$ cat src/hw/rtl/bfe_pkg.sv
package bfe_pkg;

  // Field and register widths
  localparam int GENE_W     = 32;
  localparam int IDX_W      = $clog2(GENE_W);
  localparam int LEN_W      = 6;
  localparam int FIT_W      = 22;
  localparam int FRAC_BITS  = 16;
  localparam int CFG_IDX_W  = 1;
  localparam int CFG_DATA_W = 6;
  localparam int MODE_W     = 3;

  // Segment geometry
  localparam int SEG_LEN  = 4;
  localparam int SEG_STEP = 3;
  localparam int NUM_SEG  = (GENE_W + SEG_LEN - 1) / SEG_LEN;
  localparam int NUM_CYC  = (GENE_W + SEG_STEP - 1) / SEG_STEP;

  // Internal widths
  localparam int CNT_W   = 3;
  localparam int POP_W   = 6;
  localparam int SCORE_W = FRAC_BITS + 3;
  localparam int SUM_W   = FIT_W;

  // Reciprocal for the whole-string trap quotient
  localparam int QUO_SHIFT = 29;
  localparam int RECIP_W   = QUO_SHIFT + 1;
  localparam int V3_W      = 8;
  localparam int PROD_W    = V3_W + RECIP_W;

  typedef enum logic [MODE_W-1:0] {
    MODE_ONEMAX       = 3'd0,
    MODE_TRAP         = 3'd1,
    MODE_NIAH         = 3'd2,
    MODE_CTRAP        = 3'd3,
    MODE_CNIAH        = 3'd4,
    MODE_CYCTRAP      = 3'd5,
    MODE_LEADINGONES  = 3'd6,
    MODE_LEADINGTRAPS = 3'd7
  } mode_t;

  localparam logic [CFG_IDX_W-1:0] CFG_MODE   = 1'd0;
  localparam logic [CFG_IDX_W-1:0] CFG_LENGTH = 1'd1;

  typedef struct packed {
    mode_t             mode;
    logic [LEN_W-1:0]  len;   // saturated gene count, 0..GENE_W
  } cfg_t;

  // Trap score of a short segment with m genes and u ones
  function automatic logic [SCORE_W-1:0] trap_seg(input logic [CNT_W-1:0] m,
                                                  input logic [CNT_W-1:0] u);
    logic [SCORE_W-1:0] s;
    s = '0;
    if (m == '0) begin
      s = '0;
    end else if (u == m) begin
      s = SCORE_W'(4) << FRAC_BITS;
    end else if (u == '0) begin
      s = SCORE_W'(3) << FRAC_BITS;
    end else if (m == CNT_W'(SEG_LEN)) begin
      s = SCORE_W'(CNT_W'(3) - u) << FRAC_BITS;
    end else if (m == CNT_W'(3) && u == CNT_W'(1)) begin
      s = SCORE_W'(3) << (FRAC_BITS - 1);
    end
    return s;
  endfunction

  function automatic logic [SCORE_W-1:0] niah_seg(input logic [CNT_W-1:0] m,
                                                  input logic [CNT_W-1:0] u);
    logic [SCORE_W-1:0] s;
    s = '0;
    if (m != '0 && u == m) begin
      s = SCORE_W'(1) << FRAC_BITS;
    end
    return s;
  endfunction

endpackage

$ cat src/hw/rtl/benchmark_fitness_evaluator.sv
// Five register stages (align, count, score, sum/multiply, output) lie between an accepted
// input beat and its result beat on the output. Throughput: one chromosome per cycle while
// out_ready stays high; each stage holds one item and advances independently under backpressure.
// Reset (rst_n low, synchronous) empties the pipeline and sets mode to onemax and
// chrom_length to 32. The configuration port is always ready.
module benchmark_fitness_evaluator (
  input  logic                                 clk,
  input  logic                                 rst_n,
  input  logic                                 in_valid,
  output logic                                 in_ready,
  input  logic [bfe_pkg::GENE_W-1:0]           in_genes,
  output logic                                 out_valid,
  input  logic                                 out_ready,
  output logic [bfe_pkg::FIT_W-1:0]            out_fitness,
  input  logic                                 cfg_valid,
  output logic                                 cfg_ready,
  input  logic [bfe_pkg::CFG_IDX_W-1:0]        cfg_index,
  input  logic [bfe_pkg::CFG_DATA_W-1:0]       cfg_wdata
);

  bfe_pkg::mode_t                mode_r;
  logic [bfe_pkg::LEN_W-1:0]     chrom_length_r;
  bfe_pkg::cfg_t                 cfg;

  logic                                                   a_vld, a_rdy;
  logic [bfe_pkg::GENE_W-1:0]                             a_genes;
  logic                                                   c_vld, c_rdy;
  logic [bfe_pkg::NUM_SEG-1:0][bfe_pkg::CNT_W-1:0]        c_ones;
  logic [bfe_pkg::NUM_SEG-1:0][bfe_pkg::CNT_W-1:0]        c_lead;
  logic [bfe_pkg::NUM_CYC-1:0][bfe_pkg::CNT_W-1:0]        c_cyc;
  logic                                                   s_vld, s_rdy;
  logic [bfe_pkg::NUM_CYC-1:0][bfe_pkg::SCORE_W-1:0]      s_lane;
  logic [bfe_pkg::POP_W-1:0]                              s_pop;
  logic [bfe_pkg::POP_W-1:0]                              s_lead;

  assign cfg_ready = 1'b1;

  always_ff @(posedge clk) begin
    if (!rst_n) begin
      mode_r         <= bfe_pkg::MODE_ONEMAX;
      chrom_length_r <= bfe_pkg::LEN_W'(bfe_pkg::GENE_W);
    end else if (cfg_valid) begin
      unique case (cfg_index)
        bfe_pkg::CFG_MODE:   mode_r <= bfe_pkg::mode_t'(cfg_wdata[bfe_pkg::MODE_W-1:0]);
        bfe_pkg::CFG_LENGTH: chrom_length_r <= cfg_wdata[bfe_pkg::LEN_W-1:0];
        default: ;
      endcase
    end
  end

  // Clamp the length to the gene word
  assign cfg.mode = mode_r;
  assign cfg.len  = (chrom_length_r > bfe_pkg::LEN_W'(bfe_pkg::GENE_W)) ?
                    bfe_pkg::LEN_W'(bfe_pkg::GENE_W) : chrom_length_r;

  bfe_align u_align (
    .clk     (clk),
    .rst_n   (rst_n),
    .cfg     (cfg),
    .vld_i   (in_valid),
    .rdy_o   (in_ready),
    .genes_i (in_genes),
    .vld_o   (a_vld),
    .rdy_i   (a_rdy),
    .genes_o (a_genes)
  );

  bfe_count u_count (
    .clk     (clk),
    .rst_n   (rst_n),
    .cfg     (cfg),
    .vld_i   (a_vld),
    .rdy_o   (a_rdy),
    .genes_i (a_genes),
    .vld_o   (c_vld),
    .rdy_i   (c_rdy),
    .ones_o  (c_ones),
    .lead_o  (c_lead),
    .cyc_o   (c_cyc)
  );

  bfe_score u_score (
    .clk    (clk),
    .rst_n  (rst_n),
    .cfg    (cfg),
    .vld_i  (c_vld),
    .rdy_o  (c_rdy),
    .ones_i (c_ones),
    .lead_i (c_lead),
    .cyc_i  (c_cyc),
    .vld_o  (s_vld),
    .rdy_i  (s_rdy),
    .lane_o (s_lane),
    .pop_o  (s_pop),
    .lead_o (s_lead)
  );

  bfe_reduce u_reduce (
    .clk    (clk),
    .rst_n  (rst_n),
    .cfg    (cfg),
    .vld_i  (s_vld),
    .rdy_o  (s_rdy),
    .lane_i (s_lane),
    .pop_i  (s_pop),
    .lead_i (s_lead),
    .vld_o  (out_valid),
    .rdy_i  (out_ready),
    .fit_o  (out_fitness)
  );

endmodule

$ cat src/hw/rtl/bfe_align.sv
module bfe_align (
  input  logic                          clk,
  input  logic                          rst_n,
  input  bfe_pkg::cfg_t                 cfg,
  input  logic                          vld_i,
  output logic                          rdy_o,
  input  logic [bfe_pkg::GENE_W-1:0]    genes_i,
  output logic                          vld_o,
  input  logic                          rdy_i,
  output logic [bfe_pkg::GENE_W-1:0]    genes_o
);

  logic                        vld_r;
  logic [bfe_pkg::GENE_W-1:0]  al_r;
  logic [bfe_pkg::GENE_W-1:0]  al_nxt;
  logic [bfe_pkg::LEN_W-1:0]   shamt;

  assign rdy_o = !vld_r || rdy_i;

  // Left-align so gene k sits at bit GENE_W-1-k; unused low bits become zero
  assign shamt  = bfe_pkg::LEN_W'(bfe_pkg::GENE_W) - cfg.len;
  assign al_nxt = genes_i << shamt;

  always_ff @(posedge clk) begin
    if (!rst_n) begin
      vld_r <= 1'b0;
    end else if (rdy_o) begin
      vld_r <= vld_i;
    end
  end

  always_ff @(posedge clk) begin
    if (rdy_o && vld_i) begin
      al_r <= al_nxt;
    end
  end

  assign vld_o   = vld_r;
  assign genes_o = al_r;

endmodule

$ cat src/hw/rtl/bfe_count.sv
module bfe_count (
  input  logic                                                   clk,
  input  logic                                                   rst_n,
  input  bfe_pkg::cfg_t                                          cfg,
  input  logic                                                   vld_i,
  output logic                                                   rdy_o,
  input  logic [bfe_pkg::GENE_W-1:0]                             genes_i,
  output logic                                                   vld_o,
  input  logic                                                   rdy_i,
  output logic [bfe_pkg::NUM_SEG-1:0][bfe_pkg::CNT_W-1:0]        ones_o,
  output logic [bfe_pkg::NUM_SEG-1:0][bfe_pkg::CNT_W-1:0]        lead_o,
  output logic [bfe_pkg::NUM_CYC-1:0][bfe_pkg::CNT_W-1:0]        cyc_o
);

  logic                                              vld_r;
  logic [bfe_pkg::NUM_SEG-1:0][bfe_pkg::CNT_W-1:0]   ones_r, ones_nxt;
  logic [bfe_pkg::NUM_SEG-1:0][bfe_pkg::CNT_W-1:0]   lead_r, lead_nxt;
  logic [bfe_pkg::NUM_CYC-1:0][bfe_pkg::CNT_W-1:0]   cyc_r, cyc_nxt;
  logic [bfe_pkg::SEG_LEN-1:0]                       nib;
  logic                                              run;
  logic                                              g;
  logic [bfe_pkg::LEN_W:0]                           dw;

  assign rdy_o = !vld_r || rdy_i;

  // Per-nibble ones and leading ones
  always_comb begin
    ones_nxt = '0;
    lead_nxt = '0;
    nib      = '0;
    run      = 1'b0;
    for (int j = 0; j < bfe_pkg::NUM_SEG; j++) begin
      nib = genes_i[bfe_pkg::GENE_W-1-bfe_pkg::SEG_LEN*j -: bfe_pkg::SEG_LEN];
      run = 1'b1;
      for (int t = 0; t < bfe_pkg::SEG_LEN; t++) begin
        ones_nxt[j] = ones_nxt[j] + bfe_pkg::CNT_W'(nib[bfe_pkg::SEG_LEN-1-t]);
        run         = run & nib[bfe_pkg::SEG_LEN-1-t];
        lead_nxt[j] = lead_nxt[j] + bfe_pkg::CNT_W'(run);
      end
    end
  end

  // Overlapping segments; genes past the end wrap to the head of the string
  always_comb begin
    cyc_nxt = '0;
    g       = 1'b0;
    dw      = '0;
    for (int c = 0; c < bfe_pkg::NUM_CYC; c++) begin
      for (int t = 0; t < bfe_pkg::SEG_LEN; t++) begin
        dw = (bfe_pkg::LEN_W+1)'(bfe_pkg::SEG_STEP*c + t) - {1'b0, cfg.len};
        if ((bfe_pkg::LEN_W+1)'(bfe_pkg::SEG_STEP*c + t) < {1'b0, cfg.len}) begin
          g = genes_i[bfe_pkg::IDX_W'(bfe_pkg::GENE_W-1-(bfe_pkg::SEG_STEP*c + t))];
        end else begin
          case (dw)
            (bfe_pkg::LEN_W+1)'(0): g = genes_i[bfe_pkg::GENE_W-1];
            (bfe_pkg::LEN_W+1)'(1): g = genes_i[bfe_pkg::GENE_W-2];
            (bfe_pkg::LEN_W+1)'(2): g = genes_i[bfe_pkg::GENE_W-3];
            default:                g = 1'b0;
          endcase
        end
        cyc_nxt[c] = cyc_nxt[c] + bfe_pkg::CNT_W'(g);
      end
    end
  end

  always_ff @(posedge clk) begin
    if (!rst_n) begin
      vld_r <= 1'b0;
    end else if (rdy_o) begin
      vld_r <= vld_i;
    end
  end

  always_ff @(posedge clk) begin
    if (rdy_o && vld_i) begin
      ones_r <= ones_nxt;
      lead_r <= lead_nxt;
      cyc_r  <= cyc_nxt;
    end
  end

  assign vld_o  = vld_r;
  assign ones_o = ones_r;
  assign lead_o = lead_r;
  assign cyc_o  = cyc_r;

endmodule

$ cat src/hw/rtl/bfe_score.sv
module bfe_score (
  input  logic                                                   clk,
  input  logic                                                   rst_n,
  input  bfe_pkg::cfg_t                                          cfg,
  input  logic                                                   vld_i,
  output logic                                                   rdy_o,
  input  logic [bfe_pkg::NUM_SEG-1:0][bfe_pkg::CNT_W-1:0]        ones_i,
  input  logic [bfe_pkg::NUM_SEG-1:0][bfe_pkg::CNT_W-1:0]        lead_i,
  input  logic [bfe_pkg::NUM_CYC-1:0][bfe_pkg::CNT_W-1:0]        cyc_i,
  output logic                                                   vld_o,
  input  logic                                                   rdy_i,
  output logic [bfe_pkg::NUM_CYC-1:0][bfe_pkg::SCORE_W-1:0]      lane_o,
  output logic [bfe_pkg::POP_W-1:0]                              pop_o,
  output logic [bfe_pkg::POP_W-1:0]                              lead_o
);

  logic                                                vld_r;
  logic [bfe_pkg::NUM_CYC-1:0][bfe_pkg::SCORE_W-1:0]   lane_r, lane_nxt;
  logic [bfe_pkg::POP_W-1:0]                           pop_r, pop_nxt;
  logic [bfe_pkg::POP_W-1:0]                           lead_r, lead_nxt;
  logic [bfe_pkg::NUM_SEG-1:0][bfe_pkg::CNT_W-1:0]     seg_m;
  logic [bfe_pkg::NUM_SEG-1:0]                         seg_run;
  logic [bfe_pkg::NUM_CYC-1:0][bfe_pkg::CNT_W-1:0]     cyc_m;
  logic [bfe_pkg::NUM_CYC-1:0]                         cyc_in;
  logic [bfe_pkg::LEN_W:0]                             len_x;
  logic [bfe_pkg::LEN_W:0]                             rem;
  logic                                                run;

  assign rdy_o = !vld_r || rdy_i;
  assign len_x = {1'b0, cfg.len};

  // Segment sizes, run-of-full-segments prefix, totals
  always_comb begin
    seg_m    = '0;
    seg_run  = '0;
    pop_nxt  = '0;
    lead_nxt = '0;
    rem      = '0;
    run      = 1'b1;
    for (int j = 0; j < bfe_pkg::NUM_SEG; j++) begin
      rem = len_x - (bfe_pkg::LEN_W+1)'(bfe_pkg::SEG_LEN*j);
      if (len_x >= (bfe_pkg::LEN_W+1)'(bfe_pkg::SEG_LEN*(j+1))) begin
        seg_m[j] = bfe_pkg::CNT_W'(bfe_pkg::SEG_LEN);
      end else if (len_x > (bfe_pkg::LEN_W+1)'(bfe_pkg::SEG_LEN*j)) begin
        seg_m[j] = bfe_pkg::CNT_W'(rem);
      end
      seg_run[j] = run;
      run        = run && (seg_m[j] != '0) && (ones_i[j] == seg_m[j]);
      pop_nxt    = pop_nxt + bfe_pkg::POP_W'(ones_i[j]);
      if (seg_run[j]) begin
        lead_nxt = lead_nxt + bfe_pkg::POP_W'(lead_i[j]);
      end
    end
  end

  // Overlapping segments: gene count after wrap, and whether the segment is scored
  always_comb begin
    cyc_m  = '0;
    cyc_in = '0;
    for (int c = 0; c < bfe_pkg::NUM_CYC; c++) begin
      cyc_in[c] = (bfe_pkg::LEN_W+1)'(bfe_pkg::SEG_STEP*c) < len_x;
      for (int t = 0; t < bfe_pkg::SEG_LEN; t++) begin
        if ((bfe_pkg::LEN_W+1)'(bfe_pkg::SEG_STEP*c + t) < {cfg.len, 1'b0}) begin
          cyc_m[c] = cyc_m[c] + bfe_pkg::CNT_W'(1);
        end
      end
    end
  end

  always_comb begin
    lane_nxt = '0;
    for (int k = 0; k < bfe_pkg::NUM_CYC; k++) begin
      case (cfg.mode)
        bfe_pkg::MODE_CTRAP: begin
          if (k < bfe_pkg::NUM_SEG) begin
            lane_nxt[k] = bfe_pkg::trap_seg(seg_m[k], ones_i[k]);
          end
        end
        bfe_pkg::MODE_CNIAH: begin
          if (k < bfe_pkg::NUM_SEG) begin
            lane_nxt[k] = bfe_pkg::niah_seg(seg_m[k], ones_i[k]);
          end
        end
        bfe_pkg::MODE_LEADINGTRAPS: begin
          if (k < bfe_pkg::NUM_SEG && seg_run[k]) begin
            lane_nxt[k] = bfe_pkg::trap_seg(seg_m[k], ones_i[k]);
          end
        end
        bfe_pkg::MODE_CYCTRAP: begin
          if (cyc_in[k]) begin
            lane_nxt[k] = bfe_pkg::trap_seg(cyc_m[k], cyc_i[k]);
          end
        end
        default: lane_nxt[k] = '0;
      endcase
    end
  end

  always_ff @(posedge clk) begin
    if (!rst_n) begin
      vld_r <= 1'b0;
    end else if (rdy_o) begin
      vld_r <= vld_i;
    end
  end

  always_ff @(posedge clk) begin
    if (rdy_o && vld_i) begin
      lane_r <= lane_nxt;
      pop_r  <= pop_nxt;
      lead_r <= lead_nxt;
    end
  end

  assign vld_o  = vld_r;
  assign lane_o = lane_r;
  assign pop_o  = pop_r;
  assign lead_o = lead_r;

endmodule

$ cat src/hw/rtl/bfe_reduce.sv
module bfe_reduce (
  input  logic                                                   clk,
  input  logic                                                   rst_n,
  input  bfe_pkg::cfg_t                                          cfg,
  input  logic                                                   vld_i,
  output logic                                                   rdy_o,
  input  logic [bfe_pkg::NUM_CYC-1:0][bfe_pkg::SCORE_W-1:0]      lane_i,
  input  logic [bfe_pkg::POP_W-1:0]                              pop_i,
  input  logic [bfe_pkg::POP_W-1:0]                              lead_i,
  output logic                                                   vld_o,
  input  logic                                                   rdy_i,
  output logic [bfe_pkg::FIT_W-1:0]                              fit_o
);

  localparam int TREE_N = 16;
  localparam int PSHIFT = bfe_pkg::QUO_SHIFT - bfe_pkg::FRAC_BITS;

  // Reciprocals ceil(2^QUO_SHIFT / d) for divisor d = len - 1
  logic [bfe_pkg::RECIP_W-1:0] recip [2**(bfe_pkg::LEN_W-1)];

  assign recip[0] = '0;
  for (genvar d = 1; d < 2**(bfe_pkg::LEN_W-1); d++) begin : g_recip
    localparam longint unsigned RV = ((64'd1 << bfe_pkg::QUO_SHIFT) + d - 1) / d;
    assign recip[d] = bfe_pkg::RECIP_W'(RV);
  end

  // Sum stage
  logic                               s4_vld_r;
  logic                               s4_rdy;
  logic [bfe_pkg::SUM_W-1:0]          sum_r, sum_nxt;
  logic [bfe_pkg::PROD_W-1:0]         prod_r, prod_nxt;
  logic [bfe_pkg::POP_W-1:0]          pop_r;
  logic [bfe_pkg::POP_W-1:0]          lead_r;
  logic [TREE_N-1:0][bfe_pkg::SUM_W-1:0]   t0;
  logic [TREE_N/2-1:0][bfe_pkg::SUM_W-1:0] t1;
  logic [TREE_N/4-1:0][bfe_pkg::SUM_W-1:0] t2;
  logic [TREE_N/8-1:0][bfe_pkg::SUM_W-1:0] t3;
  logic [bfe_pkg::LEN_W-1:0]          dvr;
  logic [bfe_pkg::LEN_W-1:0]          vcnt;
  logic [bfe_pkg::V3_W-1:0]           v3;

  // Output stage
  logic                               out_vld_r;
  logic [bfe_pkg::FIT_W-1:0]          fit_r, fit_nxt;
  logic [bfe_pkg::PROD_W-1:0]         quo;

  assign s4_rdy = !s4_vld_r || !out_vld_r || rdy_i;
  assign rdy_o  = s4_rdy;

  always_comb begin
    t0 = '0;
    for (int i = 0; i < bfe_pkg::NUM_CYC; i++) begin
      t0[i] = bfe_pkg::SUM_W'(lane_i[i]);
    end
    for (int i = 0; i < TREE_N/2; i++) t1[i] = t0[2*i] + t0[2*i+1];
    for (int i = 0; i < TREE_N/4; i++) t2[i] = t1[2*i] + t1[2*i+1];
    for (int i = 0; i < TREE_N/8; i++) t3[i] = t2[2*i] + t2[2*i+1];
    sum_nxt = t3[0] + t3[1];
  end

  // Whole-string trap: 3*(len-1-ones) / (len-1) by reciprocal multiply
  assign dvr      = cfg.len - bfe_pkg::LEN_W'(1);
  assign vcnt     = dvr - pop_i;
  assign v3       = {2'b00, vcnt} + {1'b0, vcnt, 1'b0};
  assign prod_nxt = bfe_pkg::PROD_W'(v3) *
                    bfe_pkg::PROD_W'(recip[dvr[bfe_pkg::LEN_W-2:0]]);

  always_ff @(posedge clk) begin
    if (!rst_n) begin
      s4_vld_r <= 1'b0;
    end else if (s4_rdy) begin
      s4_vld_r <= vld_i;
    end
  end

  always_ff @(posedge clk) begin
    if (s4_rdy && vld_i) begin
      sum_r  <= sum_nxt;
      prod_r <= prod_nxt;
      pop_r  <= pop_i;
      lead_r <= lead_i;
    end
  end

  assign quo = prod_r >> PSHIFT;

  always_comb begin
    fit_nxt = '0;
    if (cfg.len != '0) begin
      case (cfg.mode)
        bfe_pkg::MODE_ONEMAX: begin
          fit_nxt = bfe_pkg::FIT_W'(pop_r) << bfe_pkg::FRAC_BITS;
        end
        bfe_pkg::MODE_TRAP: begin
          if (pop_r == cfg.len) begin
            fit_nxt = bfe_pkg::FIT_W'(4) << bfe_pkg::FRAC_BITS;
          end else if (pop_r == '0) begin
            fit_nxt = bfe_pkg::FIT_W'(3) << bfe_pkg::FRAC_BITS;
          end else begin
            fit_nxt = bfe_pkg::FIT_W'(quo);
          end
        end
        bfe_pkg::MODE_NIAH: begin
          if (pop_r == cfg.len) begin
            fit_nxt = bfe_pkg::FIT_W'(1) << bfe_pkg::FRAC_BITS;
          end
        end
        bfe_pkg::MODE_LEADINGONES: begin
          fit_nxt = bfe_pkg::FIT_W'(lead_r) << bfe_pkg::FRAC_BITS;
        end
        default: fit_nxt = sum_r;
      endcase
    end
  end

  always_ff @(posedge clk) begin
    if (!rst_n) begin
      out_vld_r <= 1'b0;
    end else if (!out_vld_r || rdy_i) begin
      out_vld_r <= s4_vld_r;
    end
  end

  always_ff @(posedge clk) begin
    if ((!out_vld_r || rdy_i) && s4_vld_r) begin
      fit_r <= fit_nxt;
    end
  end

  assign vld_o = out_vld_r;
  assign fit_o = fit_r;

endmodule

$ cat config.mk
export PLATFORM = sky130hd
export DESIGN_NAME = benchmark_fitness_evaluator
export DESIGN_NICKNAME = d
export VERILOG_FILES = /design/src/hw/rtl/bfe_pkg.sv /design/src/hw/rtl/benchmark_fitness_evaluator.sv /design/src/hw/rtl/bfe_align.sv /design/src/hw/rtl/bfe_count.sv /design/src/hw/rtl/bfe_score.sv /design/src/hw/rtl/bfe_reduce.sv
export SDC_FILE = /design/constraint.sdc
export NUM_CORES = 1
export LEC_CHECK = 0
export ABC_AREA = 1
export BUFFER_PORTS_ARGS = -buffer_cell sky130_fd_sc_hd__buf_2
export CAP_MARGIN = 10
export CORE_UTILIZATION = 49
export CTS_CLUSTER_DIAMETER = 50
export DETAILED_ROUTE_END_ITERATION = 16
export PLACE_DENSITY = 0.64
export RECOVER_POWER = 100
export SYNTH_ARGS = -nofsm -noshare
export SYNTH_HDL_FRONTEND = slang
export SYNTH_HIERARCHICAL = 1
export SYNTH_SLANG_ARGS = --single-unit
export TNS_END_PERCENT = 1
$ cat constraint.sdc
create_clock -name clk -period 8.1 [get_ports clk]
set_input_delay 0.81 -clock clk [delete_from_list [all_inputs] [get_ports clk]]
set_output_delay 0.81 -clock clk [all_outputs]
set_load 0.005 [all_outputs]
==> key figures, run 1 <==
Drt
  – DRC: 0
  – Avg Vias per Cell: 5.315
  – DRT Pass-1 Iters: 6
  – Final WL: 89.45 mm
  – Total number of vias: 26,700
  – Initial DRC count: 2,856
  – Wirelength per Cell: 17.81 um
  – Routed Antenna Nets: 0

CTS
  – Clk pin slew, worst setup/hold paths: 0.06 ns
  – Max Buffers Root-to-Sink: 3
  – # clock sinks: 259
  – PostCTS Resize Cnt: 0
  – CTS buffer count: 41
  – Post-CTS setup buffer count: 0
  – CTS tree: done
  – CTS Hold Bufs: 0
  – H-tree level count: 2
  – CTS Root Cell: clkbuf_16
  – Clock Latency Late Sink: 0.57 ns

Timing
  – Final setup fails: 0
  – Period utilization: 0.9399
  – Hold Fails Final Rpt: 0
  – Post-layout minimum cycle time: 7.613 ns
  – Relative slew slack: -1.284
  – RSZ-0062 raised after global routing: false
  – Fmax: 0.1314 GHz
  – Slew @ Worst Pin: 3.426 ns
  – Setup TNS Final: 0 ns
  – Clock Skew: 0.03011 ns
  – Slew Viols, Final: 229

Floorplan
  – Initial Util: 0.4997
  – Core Area: 0.06633 mm^2
  – Top Ports: 69
  – Die X: 262.1 um
  – Site row count: 94
  – Vert. Die Dim: 262.1 um
  – Die Area: 0.06869 mm^2

Global routing
  – GRT Total Usage: 0.2655
  – Largest net degree at the start of global routing: 67
  – First-pass GRT wire length: 140.3 mm
  – Initial antenna violation count: 0
  – Number of global-route vias before repair: 25,830
  – Total gr overflow: 0

Status
  – Failing checks: max-capacitance violations, max-slew violations
  – Status: finished, violations left

Synth
  – Post-synth top flop: edfxtp_1
  – Synth area leader: fa_1
  – Synth top area share: 0.2295
  – Async set-reset flop share out of synthesis: 0
  – Distinct cells, synth: 64
  – Synth Register Bits: 259
  – Synth area leaders: fa_1, edfxtp_1, inv_1
  – Synth cell count leaders: inv_1, nand2_1, nor2_1, fa_1, nand3_1
  – Count leader, synth: inv_1
  – Post-synth EDFFs: 245
  – Sequential share of the synthesized area: 0.2304
  – Syn Area/Cell: 8.144 um^2
  – Syn. warnings: 6
  – Mapped Area: 0.03315 mm^2
  – Post-Syn Instances: 4,070

Place
  – PortBufs: 67
  – HPWL after DPL: 72.70 mm
  – Placed Area: 0.03381 mm^2
  – Final GP Congestion: 1.015

Layout
  – Antenna Cells: 0
  – FF/Latch Area: 0.007639 mm^2
  – Post-Layout Inst Area: 0.03508 mm^2
  – Synthesis-to-layout area growth: 5.824%
  – Layout fillers: 6,407
  – Fraction of layout cells with a size suffix above 1: 0.06348
  – Footprint of the multi-input gates: 0.02148 mm^2
  – Final Util: 0.5288
  – Nets: 4,761

Critical path
  – Data arrival time of the critical path: 7.94 ns
  – Top cell by count, worst path: nand2_1
  – CP max FO: 24
  – Worst Setup Start Kind: register
  – Largest stage delay on the critical path: 0.48 ns
  – CP Class: register to register
  – Critical path's slowest cell: fa_1
  – WP data required: 8.42 ns
  – CP Capture Type: register

Job
  – Max_cap viols: 5

Hold path
  – Hold Path Class: register to register
## per-stage QoR
step	std cells	hold WS, ns	setup slack [ns]
after CTS	5023	0.4182	0.4556
final	5023	0.4185	0.4869
after floorplan	4237	0.4003	0.09411
after detailed placement	4950	0.4045	0.4651
after global routing	5023	0.4279	0.01930
after global placement	4950	0.4022	0.5330
## registers in the layout, indices dropped and copies added, names as in the netlist, 22 cells and up
name	cells
u_align/genes_o	32
u_count/cyc_o	33
u_count/lead_o	24
u_count/ones_o	24
u_reduce/fit_o	22
u_reduce/prod_r	22
u_reduce/sum_r	22
u_score/lane_o	42
## layer usage
layer | share of wire | wire, um | global-route usage
met5 | 0 | 0 | 0
met4 | 0.030 | 2700 | 0.08189
met3 | 0.072 | 6430 | 0.03106
met2 | 0.46 | 41130 | 0.4306
met1 | 0.44 | 39190 | 0.3717
## worst max-delay path: cells and delay by family, from the launching register on
kind,cells,cell delay [ns]
adder cells (fa/ha/maj),7,2.34
buffers and inverters,9,1.03
AO/OA/AOI/OAI,3,0.70
flip-flops,1,0.35
AND/OR/NAND/NOR,21,2.94
## worst paths after layout
path | from | end | slack, ns | cells after the start
setup / recovery | chrom_length_r[5] | u_score/lead_o[5] | 0.49 | 40
hold / removal | u_score/lead_o[3] | u_reduce/lead_r[3] | 0.42 | 0
setup reg to reg | chrom_length_r[5] | u_score/lead_o[5] | 0.49 | 40
hold reg to reg | u_score/lead_o[3] | u_reduce/lead_r[3] | 0.42 | 0
## cells in the final DEF, fill, tap and decap left out, types with 42 or more instances in the layout
cell       instances
fa_1             380
edfxtp_1         245
nand3_1          341
buf_2             45
o21ai_0          142
a21oi_1          147
nor3_1            44
ha_1             207
nand2_1          726
inv_1            740
conb_1           169
clkbuf_16         42
nor2_1           430
xor2_1            64
## cells by family (layout without fill, tap and decap cells)
| family | Yosys count | count (layout) | synth area share |
|---|---|---|---|
| flip-flops | 259 | 259 | 0.2304 |
| buffers and inverters | 1023 | 945 | 0.1400 |
| adder cells (fa/ha/maj) | 588 | 588 | 0.3080 |
| XOR/XNOR | 85 | 85 | 0.02246 |
| AO/OA/AOI/OAI | 415 | 415 | 0.07142 |
| AND/OR/NAND/NOR | 1698 | 1698 | 0.2275 |
| other | 2 | 169 | 0.0002266 |
## final cells by class
cell class,count,area share
multi-input combinational,2955,0.6123
clock inverter,29,0.01027
tap,864,0.03082
sequential,259,0.2178
inverter,768,0.08261
timing repair buffer,104,0.01605
clock buffer,44,0.03018
Power of run 1 is not shown: default switching activity piles up to over one toggle a cycle in this logic, so the estimate is an artifact.
==> inputs of run 2 (changes only) <==
--- a/config.mk
+++ b/config.mk
@@ -5,16 +5,14 @@
 export SDC_FILE = /design/constraint.sdc
 export NUM_CORES = 1
 export LEC_CHECK = 0
-export ABC_AREA = 1
 export BUFFER_PORTS_ARGS = -buffer_cell sky130_fd_sc_hd__buf_2
 export CAP_MARGIN = 10
 export CORE_UTILIZATION = 49
 export CTS_CLUSTER_DIAMETER = 50
 export DETAILED_ROUTE_END_ITERATION = 16
-export PLACE_DENSITY = 0.64
+export PLACE_DENSITY = 0.65
 export RECOVER_POWER = 100
 export SYNTH_ARGS = -nofsm -noshare
 export SYNTH_HDL_FRONTEND = slang
-export SYNTH_HIERARCHICAL = 1
 export SYNTH_SLANG_ARGS = --single-unit
 export TNS_END_PERCENT = 1
==> run 2 against run 1 <==
- the flow still finishes with violations (max-capacitance violations, max-slew violations)
- synthesized cell count decreased by 26%
- setup slack worse by 0.29 ns
- clock skew is 0.018 ns lower
- core utilization increased by 4.4 points
- global-route usage up 7.8 points
- highest routed layer unchanged
==> key figures, run 2 <==
Floorplan
  – Site row count: 85
  – Die Area: 0.05591 mm^2
  – Top Ports: 69
  – Die X: 236.5 um
  – Vert. Die Dim: 236.5 um
  – Initial Util: 0.4985
  – Core Area: 0.05403 mm^2

Critical path
  – WP data required: 8.40 ns
  – Top cell by count, worst path: fa_1
  – Worst Setup Start Kind: register
  – Worst R2R Setup Slack: 0.20 ns
  – Critical R2R Launch: chrom_length_r[5]
  – CP max FO: 10
  – Worst r2r path cells: 31
  – Data arrival time of the critical path: 8.21 ns
  – CP Class: register to register
  – Number of cells on the critical path: 31
  – CP Capture Type: register
  – Worst r2r dst: u_reduce.prod_r[34]
  – Cell family with most CP delay: adder cells
  – Critical path's slowest cell: fa_1
  – Largest stage delay on the critical path: 0.55 ns
  – WP buf/inv: 5

Layout
  – Synthesis-to-layout area growth: 14.80%
  – Nets: 3,673
  – Layout fillers: 4,843
  – Most frequent cells in the layout: nor2_1, inv_1, nand2_1
  – Fraction of layout cells with a size suffix above 1: 0.1351
  – Layout Cells excl Fill: 3,910
  – Max FFs per register: 42
  – Commonest non-fill, non-tap cell in the layout: nor2_1

Status
  – Failing checks: max-capacitance violations, max-slew violations
  – Status: finished, violations left

Timing
  – Setup TNS Final: 0 ns
  – Period utilization: 0.9757
  – Fin worst setup slack: 0.1965 ns
  – Final setup fails: 0
  – Hold_ws: 0.4230 ns
  – Post-layout minimum cycle time: 7.904 ns
  – Slew Viols, Final: 180
  – RSZ-0062 raised after global routing: true
  – Clock Skew: 0.01166 ns
  – Slew @ Worst Pin: 3.056 ns
  – Hold Fails Final Rpt: 0
  – Fmax: 0.1265 GHz
  – Relative slew slack: -1.037

Job
  – Max_cap viols: 5

CTS
  – Max Buffers Root-to-Sink: 3
  – # clock sinks: 244
  – CTS Hold Bufs: 0
  – H-tree level count: 2
  – CTS buffer count: 37
  – CTS tree: done
  – CTS Root Cell: clkbuf_16
  – Clock Latency Late Sink: 0.57 ns
  – Clk pin slew, worst setup/hold paths: 0.06 ns

Place
  – Place WS: 0.07001 ns
  – Dpl cells: 3,831
  – PortBufs: 67
  – Final GP Congestion: 1.024
  – HPWL after DPL: 76.80 mm

Synth
  – Synth area leaders: edfxtp_1, fa_1, ha_1
  – Post-Syn Instances: 3,010
  – Syn nets: 3,498
  – Syn. warnings: 0
  – Synth Register Bits: 244
  – Count leader, synth: nor2_1
  – Post-synth EDFFs: 230
  – Synth area leader: edfxtp_1
  – Mapped Area: 0.02693 mm^2
  – Synth top area share: 0.2564
  – Sequential share of the synthesized area: 0.2668
  – Async set-reset flop share out of synthesis: 0
  – Syn Area/Cell: 8.948 um^2
  – Distinct cells, synth: 86
  – Post-synth top flop: edfxtp_1
  – Synth cell count leaders: nor2_1, inv_1, fa_1, nand2_1, edfxtp_1

Global routing
  – Total gr overflow: 0
  – Met2 Resource Use GR: 0.5332
  – Initial antenna violation count: 4
  – GRT Total Usage: 0.3433
  – Met3 Track Usage GR: 0.04558
  – Largest net degree at the start of global routing: 55
  – Number of global-route vias before repair: 23,320
  – Most Used Layer, Global Route: met2
  – First-pass GRT wire length: 143.4 mm
  – M1 GR Usage: 0.4833

Drt
  – Total number of vias: 23,560
  – DRT Pass-1 Iters: 6
  – Routed Antenna Nets: 0
  – Initial DRC count: 2,288
  – Final WL: 95.60 mm
  – Avg Vias per Cell: 6.024
  – Wirelength per Cell: 24.45 um
  – DRC: 0

Hold path
  – Hold path startpoint: u_score.lead_o[2]
  – Min-Delay Path Depth: 0
  – Endpoint, Worst Hold: u_reduce.lead_r[2]
  – Hold Path Class: register to register
[run 2: cell count changes in the layout (fill, tap and decap cells not counted), moves of 33 or more]
cell | before | now
mux2i_1 | 0 | 81
conb_1 | 169 | 1
nand3_1 | 341 | 55
nand2b_1 | 0 | 36
xnor2_1 | 21 | 62
o21ai_0 | 142 | 106
inv_1 | 740 | 364
buf_4 | 31 | 190
a21oi_1 | 147 | 180
and2_1 | 0 | 35
fa_1 | 380 | 231
nor2b_1 | 0 | 37
nor2_1 | 430 | 390
nand2_1 | 726 | 235
[run 2: timing repair]
action / CTS / global route
pin swaps: 1 / 20
cloned: 0 / 1
gates resized for setup: 1 / 44
setup buffers: 1 / 9
endpoints found under the setup margin: 1 / 19
[run 2: worst register-to-register path: cells and delay by family, from the launching register on]
kind,cells,cell delay [ns]
adder cells (fa/ha/maj),9,3.68
AND/OR/NAND/NOR,4,0.69
flip-flops,1,0.37
XOR/XNOR,1,0.13
buffers and inverters,5,0.40
AO/OA/AOI/OAI,12,2.35
[run 2: logic make-up after synthesis]
| group | count (synthesis) | synth area share |
|---|---|---|
| AOI/OAI and AO/OA | 593 | 0.1426 |
| xor gates and xnor gates | 113 | 0.03702 |
| adders and majority gates | 444 | 0.2723 |
| buffers and inverters | 511 | 0.07191 |
| DFF | 244 | 0.2668 |
| muxes | 91 | 0.03419 |
| other | 1 | 0.0001392 |
| and+or+nand+nor | 1013 | 0.1750 |
[run 2: layout make-up]
cell class	instances	area [um^2]	share of cell area
antenna	1	2.502	0.00008093
clock buffer	39	933.4	0.03019
clock inverter	28	310.3	0.01004
inverter	375	1416	0.04581
multi-input combinational	2255	18290	0.5915
sequential	244	7192	0.2326
tap	696	870.8	0.02816
timing repair buffer	272	1906	0.06163
[run 2: worst max path at each step]
stage / from / end / slack [ns]
floorplan: chrom_length_r[5] / u_reduce.prod_r[34] / -0.26
global placement: chrom_length_r[5] / u_reduce.prod_r[34] / 0.16
detailed placement: chrom_length_r[5] / u_reduce.prod_r[34] / 0.07
CTS: chrom_length_r[5] / u_reduce.prod_r[34] / 0.04
global route: chrom_length_r[1] / u_reduce.prod_r[34] / -0.10
finish: chrom_length_r[5] / u_reduce.prod_r[34] / 0.20
[run 2: per-stage QoR]
| step | util | area (um^2) |
|---|---|---|
| 2_1_floorplan | - | 27330 |
| 3_5_place_dp | 0.5453 | 29460 |
| 5_1_grt | 0.5723 | 30920 |
| 6_report | 0.5723 | 30920 |
| 4_1_cts | 0.5685 | 30720 |
| 3_3_place_gp | 0.5452 | 29460 |
[run 2: layer usage]
metal | wire [um] | part of all wire
met1 | 41940 | 0.44
met2 | 42110 | 0.44
met3 | 7218 | 0.076
met4 | 4331 | 0.045
met5 | 0 | 0
Power of run 2 is left out for the same reason.
